===== src/rtl/dbau_pkg.sv =====
// ----------------------------------------------------------------------------
// dbau_pkg
// Types and codes shared by the decimal BCD arithmetic unit and its digit ALU.
// ----------------------------------------------------------------------------
package dbau_pkg;

    localparam int DIGIT_W = 4;

    localparam logic [1:0] FUNC_LOAD_A = 2'd0;
    localparam logic [1:0] FUNC_LOAD_B = 2'd1;
    localparam logic [1:0] FUNC_EXEC   = 2'd2;

    localparam logic [1:0] OP_ADD = 2'd0;
    localparam logic [1:0] OP_SUB = 2'd1;
    localparam logic [1:0] OP_MUL = 2'd2;
    localparam logic [1:0] OP_DIV = 2'd3;

    localparam logic [1:0] STATUS_OK      = 2'd0;
    localparam logic [1:0] STATUS_INVALID = 2'd1;
    localparam logic [1:0] STATUS_NEG     = 2'd2;
    localparam logic [1:0] STATUS_DIVZERO = 2'd3;

    typedef enum logic [3:0] {
        S_IDLE,
        S_ADD,
        S_MUL,
        S_DSHIFT,
        S_DTRIAL,
        S_LOADW,
        S_LOADQ,
        S_LOADR,
        S_SKIP,
        S_EMIT,
        S_ERR
    } state_t;

    typedef enum logic [1:0] {
        ALU_ADD,
        ALU_SUB,
        ALU_MAC
    } alu_mode_t;

    typedef struct packed {
        logic [DIGIT_W-1:0] digit;
        logic [DIGIT_W-1:0] carry;
    } alu_res_t;

endpackage


===== src/rtl/dbau_digit_alu.sv =====
// ----------------------------------------------------------------------------
// dbau_digit_alu
// One decimal digit step: add with carry, subtract with borrow, or
// multiply-accumulate with a decimal carry out.
// ----------------------------------------------------------------------------
module dbau_digit_alu (
    input  dbau_pkg::alu_mode_t mode,
    input  logic [3:0]          a,
    input  logic [3:0]          b,
    input  logic [3:0]          pp,
    input  logic [3:0]          cin,
    output dbau_pkg::alu_res_t  res
);

    logic [4:0]  sum5;
    logic [4:0]  dif5;
    logic [7:0]  mac8;
    logic [15:0] recip;
    logic [3:0]  quo;

    always_comb begin
        sum5  = 5'(a) + 5'(b) + 5'(cin[0]);
        dif5  = 5'(a) + 5'd10 - 5'(b) - 5'(cin[0]);
        mac8  = 8'(a) * 8'(b) + 8'(pp) + 8'(cin);
        recip = 16'(mac8) * 16'd205;
        quo   = recip[14:11];
        res   = '0;
        case (mode)
            dbau_pkg::ALU_ADD: begin
                if (sum5 >= 5'd10) begin
                    res.digit = 4'(sum5 - 5'd10);
                    res.carry = 4'd1;
                end else begin
                    res.digit = sum5[3:0];
                end
            end
            dbau_pkg::ALU_SUB: begin
                if (dif5 >= 5'd10) begin
                    res.digit = 4'(dif5 - 5'd10);
                end else begin
                    res.digit = dif5[3:0];
                    res.carry = 4'd1;
                end
            end
            dbau_pkg::ALU_MAC: begin
                res.digit = 4'(mac8 - 8'(quo) * 8'd10);
                res.carry = quo;
            end
            default: begin
                res = '0;
            end
        endcase
    end

endmodule


===== src/rtl/decimal_bcd_arithmetic_unit.sv =====
// ----------------------------------------------------------------------------
// decimal_bcd_arithmetic_unit
// Unsigned BCD add, subtract, multiply and divide on digit-serial operands.
// ----------------------------------------------------------------------------
// Operand digits are loaded most significant first, one transfer per cycle.
// An execute transfer starts the operation, which runs one digit per cycle
// through a single digit ALU. Each result part is then scanned out of a
// 2*MAX_DIGITS+2 digit shift register, leading zeros skipped; a digit waits
// while the output register holds one that is not yet taken. No new
// transfer is taken until the last result digit has been handed to the
// output register.
// ----------------------------------------------------------------------------
module decimal_bcd_arithmetic_unit #(
    parameter int MAX_DIGITS = 32
) (
    input  logic       aclk,
    input  logic       aresetn,
    input  logic       s_tvalid,
    output logic       s_tready,
    input  logic [7:0] s_tdata,   // digit [3:0], op [5:4]
    input  logic [1:0] s_tuser,   // func [1:0]
    output logic       m_tvalid,
    input  logic       m_tready,
    output logic [7:0] m_tdata,   // result_digit [3:0]
    output logic [2:0] m_tuser,   // part [0], status [2:1]
    output logic       m_tlast
);

    localparam int WLEN = 2 * MAX_DIGITS + 2;
    localparam int ND   = MAX_DIGITS + 1;
    localparam int LW   = $clog2(MAX_DIGITS + 1);
    localparam int CW   = $clog2(WLEN);
    localparam int OW   = $clog2(MAX_DIGITS);
    localparam int RW   = $clog2(WLEN + 1);

    dbau_pkg::state_t state_reg, state_next;

    logic [MAX_DIGITS-1:0][3:0] a_reg, b_reg, q_reg;
    logic [WLEN-1:0][3:0]       w_reg, e_reg;
    logic [ND-1:0][3:0]         r_reg, d_reg;
    logic [LW-1:0]              len_a_reg, len_b_reg;
    logic                       ovf_reg;
    logic                       bad_a_reg, bad_b_reg, lz_a_reg, lz_b_reg, nz_b_reg;
    logic [1:0]                 op_reg, err_reg;
    logic [CW-1:0]              cnt_reg;
    logic [OW-1:0]              outer_reg;
    logic [RW-1:0]              rem_reg;
    logic                       part_reg, fin_reg;
    logic [3:0]                 carry_reg, pprev_reg, qd_reg;

    logic                       m_valid_reg, m_part_reg, m_last_reg;
    logic [3:0]                 m_digit_reg;
    logic [1:0]                 m_status_reg;

    logic [1:0] s_func, s_op;
    logic [3:0] s_digit;
    logic       in_acc, out_ok, out_push, out_part, out_last;
    logic [3:0] out_digit;
    logic [1:0] out_status;
    logic       a_ok, b_ok, exec_ok, e_zero, cnt_low;
    logic       last_w, last_d, last_o;

    dbau_pkg::alu_mode_t alu_mode;
    logic [3:0]          alu_a, alu_b, alu_pp;
    dbau_pkg::alu_res_t  alu_res;

    dbau_digit_alu u_alu (
        .mode (alu_mode),
        .a    (alu_a),
        .b    (alu_b),
        .pp   (alu_pp),
        .cin  (carry_reg),
        .res  (alu_res)
    );

    assign s_func  = s_tuser;
    assign s_digit = s_tdata[3:0];
    assign s_op    = s_tdata[5:4];
    assign in_acc  = s_tvalid && s_tready;
    assign out_ok  = !m_valid_reg || m_tready;

    assign a_ok    = (len_a_reg != '0) && !bad_a_reg && !(lz_a_reg && len_a_reg > LW'(1));
    assign b_ok    = (len_b_reg != '0) && !bad_b_reg && !(lz_b_reg && len_b_reg > LW'(1));
    assign exec_ok = a_ok && b_ok && !ovf_reg;
    assign e_zero  = (e_reg[WLEN-1] == 4'd0) && (rem_reg > RW'(1));
    assign cnt_low = cnt_reg < CW'(MAX_DIGITS);
    assign last_w  = cnt_reg == CW'(WLEN - 1);
    assign last_d  = cnt_reg == CW'(ND - 1);
    assign last_o  = outer_reg == OW'(MAX_DIGITS - 1);

    always_comb begin
        state_next = state_reg;
        case (state_reg)
            dbau_pkg::S_IDLE: begin
                if (in_acc && s_func == dbau_pkg::FUNC_EXEC) begin
                    if (!exec_ok) begin
                        state_next = dbau_pkg::S_ERR;
                    end else begin
                        case (s_op)
                            dbau_pkg::OP_ADD: state_next = dbau_pkg::S_ADD;
                            dbau_pkg::OP_SUB: state_next = dbau_pkg::S_ADD;
                            dbau_pkg::OP_MUL: state_next = dbau_pkg::S_MUL;
                            default: state_next = nz_b_reg ? dbau_pkg::S_DSHIFT
                                                           : dbau_pkg::S_ERR;
                        endcase
                    end
                end
            end
            dbau_pkg::S_ADD: begin
                if (last_w) begin
                    state_next = (op_reg == dbau_pkg::OP_SUB && alu_res.carry[0])
                               ? dbau_pkg::S_ERR : dbau_pkg::S_LOADW;
                end
            end
            dbau_pkg::S_MUL: begin
                if (last_w && last_o) begin
                    state_next = dbau_pkg::S_LOADW;
                end
            end
            dbau_pkg::S_DSHIFT: state_next = dbau_pkg::S_DTRIAL;
            dbau_pkg::S_DTRIAL: begin
                if (last_d && alu_res.carry[0]) begin
                    state_next = last_o ? dbau_pkg::S_LOADQ : dbau_pkg::S_DSHIFT;
                end
            end
            dbau_pkg::S_LOADW: state_next = dbau_pkg::S_SKIP;
            dbau_pkg::S_LOADQ: state_next = dbau_pkg::S_SKIP;
            dbau_pkg::S_LOADR: state_next = dbau_pkg::S_SKIP;
            dbau_pkg::S_SKIP: begin
                if (!e_zero) begin
                    state_next = dbau_pkg::S_EMIT;
                end
            end
            dbau_pkg::S_EMIT: begin
                if (out_ok && rem_reg == RW'(1)) begin
                    state_next = fin_reg ? dbau_pkg::S_IDLE : dbau_pkg::S_LOADR;
                end
            end
            dbau_pkg::S_ERR: begin
                if (out_ok) begin
                    state_next = dbau_pkg::S_IDLE;
                end
            end
            default: state_next = dbau_pkg::S_IDLE;
        endcase
    end

    always_comb begin
        s_tready   = state_reg == dbau_pkg::S_IDLE;
        out_push   = 1'b0;
        out_digit  = e_reg[WLEN-1];
        out_part   = part_reg;
        out_status = dbau_pkg::STATUS_OK;
        out_last   = fin_reg && rem_reg == RW'(1);
        alu_mode   = dbau_pkg::ALU_ADD;
        alu_a      = 4'd0;
        alu_b      = 4'd0;
        alu_pp     = 4'd0;
        case (state_reg)
            dbau_pkg::S_ADD: begin
                alu_mode = (op_reg == dbau_pkg::OP_SUB) ? dbau_pkg::ALU_SUB
                                                        : dbau_pkg::ALU_ADD;
                alu_a    = a_reg[0];
                alu_b    = b_reg[0];
            end
            dbau_pkg::S_MUL: begin
                alu_mode = dbau_pkg::ALU_MAC;
                alu_a    = cnt_low ? a_reg[0] : 4'd0;
                alu_b    = b_reg[MAX_DIGITS-1];
                alu_pp   = pprev_reg;
            end
            dbau_pkg::S_DTRIAL: begin
                alu_mode = dbau_pkg::ALU_SUB;
                alu_a    = r_reg[0];
                alu_b    = cnt_low ? b_reg[0] : 4'd0;
            end
            dbau_pkg::S_EMIT: begin
                out_push = out_ok;
            end
            dbau_pkg::S_ERR: begin
                out_push   = out_ok;
                out_digit  = 4'd0;
                out_part   = 1'b0;
                out_status = err_reg;
                out_last   = 1'b1;
            end
            default: begin
                out_push = 1'b0;
            end
        endcase
    end

    always_ff @(posedge aclk) begin
        if (!aresetn) begin
            state_reg   <= dbau_pkg::S_IDLE;
            a_reg       <= '0;
            b_reg       <= '0;
            len_a_reg   <= '0;
            len_b_reg   <= '0;
            ovf_reg     <= 1'b0;
            bad_a_reg   <= 1'b0;
            bad_b_reg   <= 1'b0;
            lz_a_reg    <= 1'b0;
            lz_b_reg    <= 1'b0;
            nz_b_reg    <= 1'b0;
            op_reg      <= dbau_pkg::OP_ADD;
            err_reg     <= dbau_pkg::STATUS_OK;
            cnt_reg     <= '0;
            outer_reg   <= '0;
            rem_reg     <= '0;
            part_reg    <= 1'b0;
            fin_reg     <= 1'b0;
            m_valid_reg <= 1'b0;
        end else begin
            state_reg <= state_next;
            if (out_push) begin
                m_valid_reg <= 1'b1;
            end else if (m_tready) begin
                m_valid_reg <= 1'b0;
            end
            case (state_reg)
                dbau_pkg::S_IDLE: begin
                    if (in_acc) begin
                        case (s_func)
                            dbau_pkg::FUNC_LOAD_A: begin
                                if (len_a_reg == LW'(MAX_DIGITS)) begin
                                    ovf_reg <= 1'b1;
                                end else begin
                                    a_reg     <= {a_reg[MAX_DIGITS-2:0], s_digit};
                                    len_a_reg <= len_a_reg + LW'(1);
                                    if (len_a_reg == '0) begin
                                        lz_a_reg <= s_digit == 4'd0;
                                    end
                                    if (s_digit > 4'd9) begin
                                        bad_a_reg <= 1'b1;
                                    end
                                end
                            end
                            dbau_pkg::FUNC_LOAD_B: begin
                                if (len_b_reg == LW'(MAX_DIGITS)) begin
                                    ovf_reg <= 1'b1;
                                end else begin
                                    b_reg     <= {b_reg[MAX_DIGITS-2:0], s_digit};
                                    len_b_reg <= len_b_reg + LW'(1);
                                    if (len_b_reg == '0) begin
                                        lz_b_reg <= s_digit == 4'd0;
                                    end
                                    if (s_digit > 4'd9) begin
                                        bad_b_reg <= 1'b1;
                                    end
                                    if (s_digit != 4'd0) begin
                                        nz_b_reg <= 1'b1;
                                    end
                                end
                            end
                            dbau_pkg::FUNC_EXEC: begin
                                op_reg    <= s_op;
                                err_reg   <= exec_ok ? dbau_pkg::STATUS_DIVZERO
                                                     : dbau_pkg::STATUS_INVALID;
                                len_a_reg <= '0;
                                len_b_reg <= '0;
                                ovf_reg   <= 1'b0;
                                bad_a_reg <= 1'b0;
                                bad_b_reg <= 1'b0;
                                lz_a_reg  <= 1'b0;
                                lz_b_reg  <= 1'b0;
                                nz_b_reg  <= 1'b0;
                                cnt_reg   <= '0;
                                outer_reg <= '0;
                            end
                            default: begin
                                ovf_reg <= ovf_reg;
                            end
                        endcase
                    end
                end
                dbau_pkg::S_ADD: begin
                    a_reg   <= {4'd0, a_reg[MAX_DIGITS-1:1]};
                    b_reg   <= {4'd0, b_reg[MAX_DIGITS-1:1]};
                    cnt_reg <= cnt_reg + CW'(1);
                    err_reg <= dbau_pkg::STATUS_NEG;
                end
                dbau_pkg::S_MUL: begin
                    if (cnt_low) begin
                        a_reg <= {a_reg[0], a_reg[MAX_DIGITS-1:1]};
                    end
                    if (last_w) begin
                        cnt_reg   <= '0;
                        outer_reg <= outer_reg + OW'(1);
                        b_reg     <= {b_reg[MAX_DIGITS-2:0], 4'd0};
                    end else begin
                        cnt_reg <= cnt_reg + CW'(1);
                    end
                end
                dbau_pkg::S_DSHIFT: begin
                    a_reg   <= {a_reg[MAX_DIGITS-2:0], 4'd0};
                    cnt_reg <= '0;
                end
                dbau_pkg::S_DTRIAL: begin
                    if (cnt_low) begin
                        b_reg <= {b_reg[0], b_reg[MAX_DIGITS-1:1]};
                    end
                    if (last_d) begin
                        cnt_reg <= '0;
                        if (alu_res.carry[0]) begin
                            outer_reg <= outer_reg + OW'(1);
                        end
                    end else begin
                        cnt_reg <= cnt_reg + CW'(1);
                    end
                end
                dbau_pkg::S_LOADW: begin
                    rem_reg  <= RW'(WLEN);
                    part_reg <= 1'b0;
                    fin_reg  <= 1'b1;
                end
                dbau_pkg::S_LOADQ: begin
                    rem_reg  <= RW'(WLEN);
                    part_reg <= 1'b0;
                    fin_reg  <= 1'b0;
                end
                dbau_pkg::S_LOADR: begin
                    rem_reg  <= RW'(WLEN);
                    part_reg <= 1'b1;
                    fin_reg  <= 1'b1;
                end
                dbau_pkg::S_SKIP: begin
                    if (e_zero) begin
                        rem_reg <= rem_reg - RW'(1);
                    end
                end
                dbau_pkg::S_EMIT: begin
                    if (out_ok) begin
                        rem_reg <= rem_reg - RW'(1);
                    end
                end
                default: begin
                    cnt_reg <= cnt_reg;
                end
            endcase
            if (state_reg != dbau_pkg::S_IDLE && state_next == dbau_pkg::S_IDLE) begin
                a_reg <= '0;
                b_reg <= '0;
            end
        end
    end

    always_ff @(posedge aclk) begin
        if (out_push) begin
            m_digit_reg  <= out_digit;
            m_part_reg   <= out_part;
            m_status_reg <= out_status;
            m_last_reg   <= out_last;
        end
        case (state_reg)
            dbau_pkg::S_IDLE: begin
                if (in_acc && s_func == dbau_pkg::FUNC_EXEC) begin
                    w_reg     <= '0;
                    r_reg     <= '0;
                    q_reg     <= '0;
                    carry_reg <= 4'd0;
                    pprev_reg <= 4'd0;
                end
            end
            dbau_pkg::S_ADD: begin
                w_reg     <= {alu_res.digit, w_reg[WLEN-1:1]};
                carry_reg <= alu_res.carry;
            end
            dbau_pkg::S_MUL: begin
                w_reg <= {alu_res.digit, w_reg[WLEN-1:1]};
                if (last_w) begin
                    carry_reg <= 4'd0;
                    pprev_reg <= 4'd0;
                end else begin
                    carry_reg <= alu_res.carry;
                    pprev_reg <= w_reg[0];
                end
            end
            dbau_pkg::S_DSHIFT: begin
                r_reg     <= {r_reg[ND-2:0], a_reg[MAX_DIGITS-1]};
                qd_reg    <= 4'd0;
                carry_reg <= 4'd0;
            end
            dbau_pkg::S_DTRIAL: begin
                d_reg <= {alu_res.digit, d_reg[ND-1:1]};
                if (last_d) begin
                    carry_reg <= 4'd0;
                    if (alu_res.carry[0]) begin
                        q_reg <= {q_reg[MAX_DIGITS-2:0], qd_reg};
                        r_reg <= {r_reg[0], r_reg[ND-1:1]};
                    end else begin
                        r_reg  <= {alu_res.digit, d_reg[ND-1:1]};
                        qd_reg <= qd_reg + 4'd1;
                    end
                end else begin
                    carry_reg <= alu_res.carry;
                    r_reg     <= {r_reg[0], r_reg[ND-1:1]};
                end
            end
            dbau_pkg::S_LOADW: begin
                e_reg <= w_reg;
            end
            dbau_pkg::S_LOADQ: begin
                e_reg <= {{((WLEN - MAX_DIGITS) * 4){1'b0}}, q_reg};
            end
            dbau_pkg::S_LOADR: begin
                e_reg <= {{((WLEN - ND) * 4){1'b0}}, r_reg};
            end
            dbau_pkg::S_SKIP: begin
                if (e_zero) begin
                    e_reg <= {e_reg[WLEN-2:0], 4'd0};
                end
            end
            dbau_pkg::S_EMIT: begin
                if (out_ok) begin
                    e_reg <= {e_reg[WLEN-2:0], 4'd0};
                end
            end
            default: begin
                e_reg <= e_reg;
            end
        endcase
    end

    assign m_tvalid = m_valid_reg;
    assign m_tdata  = {4'd0, m_digit_reg};
    assign m_tuser  = {m_status_reg, m_part_reg};
    assign m_tlast  = m_last_reg;

endmodule

===== config.mk =====
export PLATFORM = sky130hd
export DESIGN_NAME = decimal_bcd_arithmetic_unit
export DESIGN_NICKNAME = d
export VERILOG_FILES = /design/src/rtl/dbau_pkg.sv /design/src/rtl/dbau_digit_alu.sv /design/src/rtl/decimal_bcd_arithmetic_unit.sv
export SDC_FILE = /design/constraint.sdc
export NUM_CORES = 2
export LEC_CHECK = 0
export BUFFER_PORTS_ARGS = -buffer_cell sky130_fd_sc_hd__buf_2
export CAP_MARGIN = 20
export CORE_MARGIN = 2
export CORE_UTILIZATION = 40
export CTS_CLUSTER_DIAMETER = 150
export CTS_CLUSTER_SIZE = 16
export DETAILED_ROUTE_END_ITERATION = 16
export HOLD_SLACK_MARGIN = 0.12
export PLACE_DENSITY = 0.52
export SETUP_SLACK_MARGIN = 0.02
export SLEW_MARGIN = 20
export SYNTH_ARGS = -nofsm -noshare
export SYNTH_HDL_FRONTEND = slang
export SYNTH_HIERARCHICAL = 1
export SYNTH_SLANG_ARGS = --single-unit

===== constraint.sdc =====
create_clock -name aclk -period 16.19 [get_ports aclk]
set_input_delay 4.0475 -clock aclk [delete_from_list [all_inputs] [get_ports aclk]]
set_output_delay 4.0475 -clock aclk [all_outputs]
set_load 0.02 [all_outputs]

Word-level counts from Yosys, hierarchy flattened. Cells that the tools add are included.

Reductions and logical operators: 84. Eq/ne operators: 47. Multipliers: 3. Add/sub/neg operators: 16. Muxes and demuxes: 103. Order comparisons: 7. Bitwise gates (word level): 1.

Operators with widths (count): $mux W128 (12); $pmux W264 S5 (1); $pmux W128 S4 (2); $mux W264 (3); $pmux W264 S2 (1); $mux W132 (3); $pmux W132 S3 (1); $pmux W128 S2 (1); $mux W4 (21); $mux W7 (6); $ne A2 B2 Y1 const B (19); $pmux W4 S9 (1); $pmux W7 S5 (1); $reduce_and A5 Y1 (7); $mux W5 (5); $pmux W4 S2 (3); $pmux W4 S3 (2); $pmux W6 S2 (2); $pmux W8 S3 (1); $pmux W7 S3 (1); $pmux W4 S5 (1); $reduce_bool A2 Y1 (10); $reduce_and A3 Y1 (6); $logic_and A1 B1 Y1 (17); 57 further kinds (134).

Logic and storage cells: 578. Bits of input ports: 14. Bits in registers: 1240.

Depth between registers and ports, before layout.
Depth after elaboration: 17. Depth in mapped cells: 44. Mapped depth without buffers: 39.

Cells and area by module. The synthesis kept the hierarchy.

By module, submodules not included: decimal_bcd_arithmetic_unit (sequential area each 34192.8 um^2, instances 1, cells each 4520, area an instance 51740.9 um^2); dbau_digit_alu (sequential area each 0.0 um^2, instances 1, cells each 280, area an instance 2409.8 um^2).

Worst setup path after synthesis. Ideal clock, no wire load.

Path type: flip-flop to flip-flop. Start: reg state_reg[1]. End: reg q_reg[0] in the netlist's numbering (enable). Data arrival time: 13998 ps. Stages on the path, launching flop included: 37. Clock period less this slack: 14655 ps. Path slack: 1535 ps. Buffers on the path: 3. Path through: dfxtp_1 -> buf_2 -> or4b_1 -> inv_1 -> buf_2 -> clkbuf_1 -> nand2_1 -> nand2_1 -> a22o_1 -> inv_1 -> nor2_1 -> fa_1 -> inv_1 -> fa_1 -> fa_1 -> inv_1 -> fa_1 -> a21oi_1 -> nor2_1 -> nor2_1 -> xnor2_1 -> ha_1 -> inv_1 -> fa_1 -> inv_1 -> fa_1 -> inv_1 -> fa_1 -> inv_1 -> ha_1 -> nand2_1 -> o311a_1 -> nand3_1 -> o31ai_1 -> o22ai_1 -> nand3_1 -> a21oi_1.

RTL lines: start, declared (line decimal_bcd_arithmetic_unit.sv:36) `dbau_pkg::state_t state_reg, state_next;`; start signal, assigned (line decimal_bcd_arithmetic_unit.sv:195) `state_reg <= dbau_pkg::S_IDLE;`; start signal, assigned (line decimal_bcd_arithmetic_unit.sv:215) `state_reg <= state_next;`; end signal, assigned (line decimal_bcd_arithmetic_unit.sv:389) `q_reg <= {q_reg[MAX_DIGITS-2:0], qd_reg};`; end, declared (line decimal_bcd_arithmetic_unit.sv:38) `logic [MAX_DIGITS-1:0][3:0] a_reg, b_reg, q_reg;`.

==> flow_summary.toml <==
[worst_setup_path]
ff_to_ff_start = "state_reg[1]$_SDFF_PN0_"
critPathLaunchType = "flop"
worstPathMaxFanout = 99
critical-path-slowest-cell = "or4b_4"
crit_type = "flop to flop"
critical-path-max-stage-delay_ns = 1.00
timing.critical_path.required_ns = 16.72
crit_start = "state_reg[1]$_SDFF_PN0_"
cp.arrival_ns = 12.89
end_kind = "flop"

[die]
ios = 28
initial_standard_cell_utilization_of_the_core_pct = 40.12
die_height_um = 371.9
fp.dieW_um = 371.9
dieArea_um2 = 138300
area_of_the_placeable_core_um2 = 135000
floorplan_row_count = 135

[synth]
synth_sequential_area_ratio_pct = 63.14
synth-main-ff-cell = "edfxtp_1"
number_of_enable_flip_flop_cells_after_synthesis = 936
post_synth_instance_area_um2 = 54150
asyncSetResetFlopFracSynth_pct = 0
synth_cell_type_count = 78
postSynthAreaPerCell_um2 = 11.28
yosys_warning_count = 6
postSynthRegisterBits = 1240
syn_inst = 4800

[layout]
multi_input_area_um2 = 18250
area_overhead_of_the_layout_relative_to_synthesis_pct = 7.325
most-common-layout-cells = "edfxtp_1, nand2_1, nor2_1"
final-instance-count-excl-fill = 6392
final_common_cell = "edfxtp_1"
layout.nets = 4698
fill_cells = 12642
register_area_um2 = 34190
drive_gt1_share_pct = 4.424
antenna_cells_inserted = 0

[placed_design]
place_hpwl_um = 60880
gpl.final_weighted_congestion = 0.7429
dp_worst_setup_slack_ns = 3.677
place.detailed.instances = 6269
io_buffer_count = 21

[clocking]
clock_sinks = 1240
ctsHtreeMaxLevel = 3
cts.hold.buffers_added = 0
clock-root-buffer = "clkbuf_16"
cts_setup_buffers = 0
cts.repair.resized = 0
numCtsBuffers = 88
clock_latency_reported_for_the_late_side_of_the_worst_skew_pair_ns = 0.73
cts_tree = "done"
path_clk_slew_ns = 0.08
cts-root-to-sink-buffers = 3

[global_route]
grt_pass1_wl_um = 194300
number_of_global_route_vias_before_repair = 34320
gr-total-overflow = 0
number_of_antenna_violations_at_the_first_check_in_global_routing = 9
grt.met1_usage_pct = 25.98
combined_global_route_utilization_of_all_metal_layers_pct = 17.26
groute.layer.met2.usage_pct = 26.23
gr-max-usage-layer = "met2"
grt_start_max_net_pins = 257
use_met3_pct = 2.745

[sta]
setup_viol = 0
setup_ws_ns = 3.832
setup_total_negative_slack_ns = 0
slew-limit-headroom_pct = 20.12
fin_worst_hold_slack_ns = 0.4470
hold_violations_final = 0
layout_min_cycle_time_ns = 12.36
finalClockSkew_ns = 0.04423
achievable-frequency_mhz = 80.92
finalMaxSlewViolations = 0
post-route-period-util_pct = 76.33
grt_setup_unrepaired = "false"
tightestPinTransition_ns = 1.198

[job]
maxCapViolations = 0

[route]
post_drt_wl_per_cell_um = 18.88
firstDrtPassIters = 6
drt-initial-drc-count = 3480
route.vias.total = 35395
avgViaCountPerCell = 5.537
wirelength_um = 120700
route.antenna.remaining_nets = 0
drc_errors = 0

[power]
pwr_density_cell_nw_per_um2 = 116.3
leakagePower_uw = 0.02143
ir_drop_v = 0.00007638

[worst_hold_path]
worst_hold_path_type = "flop to flop"
hold_path.startpoint = "d_reg[125]$_DFFE_PP_"

[outcome]
outcome = "completed"
[cells in the mapped netlist, types with 4 or more instances]
master / instances / area (um^2)
dfxtp_1: 304 / 6086
a21oi_1: 147 / 735.7
clkbuf_1: 294 / 1104
a211oi_1: 22 / 165.2
o21bai_1: 4 / 30.03
fa_1: 27 / 540.5
o31ai_1: 7 / 52.55
edfxtp_1: 936 / 28110
ha_1: 78 / 975.9
buf_2: 42 / 210.2
and3b_1: 4 / 35.03
o21a_1: 6 / 45.04
xor2_1: 23 / 201.4
nand2_1: 710 / 2665
a222oi_1: 132 / 1321
and3_1: 278 / 1739
xnor2_1: 16 / 140.1
mux2i_1: 132 / 1321
a22oi_1: 17 / 127.6
inv_1: 97 / 364.1
and2_1: 146 / 913.4
or2_2: 4 / 25.02
nand3_1: 252 / 1261
nor4_1: 5 / 31.28
nor3_1: 8 / 40.04
nand2b_1: 12 / 75.07
buf_4: 14 / 105.1
buf_1: 28 / 105.1
o21ai_0: 393 / 1967
a32oi_1: 6 / 52.55
nand4_1: 9 / 56.30
a22o_1: 142 / 1244
nor2_1: 421 / 1580
nor2b_1: 13 / 81.33
a31oi_1: 6 / 37.54
[final timing paths]
kind / endpoint / slack (ns) / cells past startpoint
max: b_reg[94]$_SDFFE_PP0P_ / 3.83 / 40
max reg2reg: b_reg[94]$_SDFFE_PP0P_ / 3.83 / 40
min reg2reg: d_reg[121]$_DFFE_PP_ / 0.45 / 0
min: d_reg[121]$_DFFE_PP_ / 0.45 / 0
[routing by layer]
layer | up-vias | part of all wire (%)
met5 | - | 0.054
met4 | 12 | 1.7
met3 | 138 | 4.5
met2 | 653 | 44
met1 | 17651 | 50
li1 | 16941 | -
[cell type report]
| cell class | instances | area share [%] |
|---|---|---|
| timing repair buffer | 64 | 0.9688 |
| tap | 1781 | 3.834 |
| clock buffer | 113 | 3.987 |
| multi-input combinational | 3088 | 31.40 |
| sequential | 1240 | 58.83 |
| inverter | 97 | 0.6394 |
| clock inverter | 9 | 0.3315 |
[cell families after synthesis]
| logic type | count (synthesis) | share of synthesized area [%] |
|---|---|---|
| buf+inv | 475 | 3.487 |
| other cells | 1 | 0.006925 |
| flops | 1240 | 63.14 |
| fa+ha+maj | 105 | 2.800 |
| xor+xnor | 40 | 0.6724 |
| mux | 132 | 2.440 |
| simple gates | 1889 | 16.15 |
| compound gates | 918 | 11.30 |
[metrics by stage]
step / total power [uW] / utilization (%) / cell area, um^2
6_report: 6762 / 43.06 / 58120
3_3_place_gp: 4681 / 41.17 / 55560
4_1_cts: 6851 / 43.03 / 58070
3_5_place_dp: 4691 / 41.17 / 55560
2_1_floorplan: 4509 / - / 54160
5_1_grt: 7091 / 43.06 / 58120
[where the power goes]
group	leakage [uW]	total (uW)	internal, uW	switching [uW]
Sequential	0.0112	3830	3690	136
Combinational	0.00900	791	273	517
Clock	0.00121	2140	1030	1110
Total	0.0214	6760	4990	1770
[worst max-delay path, delay by kind of cell, from the launching register on]
family                   cells  cell delay, ns
AO/OA/AOI/OAI                6            1.33
flip-flops                   1            0.59
XOR/XNOR                     1            0.16
AND/OR/NAND/NOR             14            3.28
adder cells (fa/ha/maj)      9            4.03
buffers and inverters       10            2.69
(Power assumes the default switching activity.)
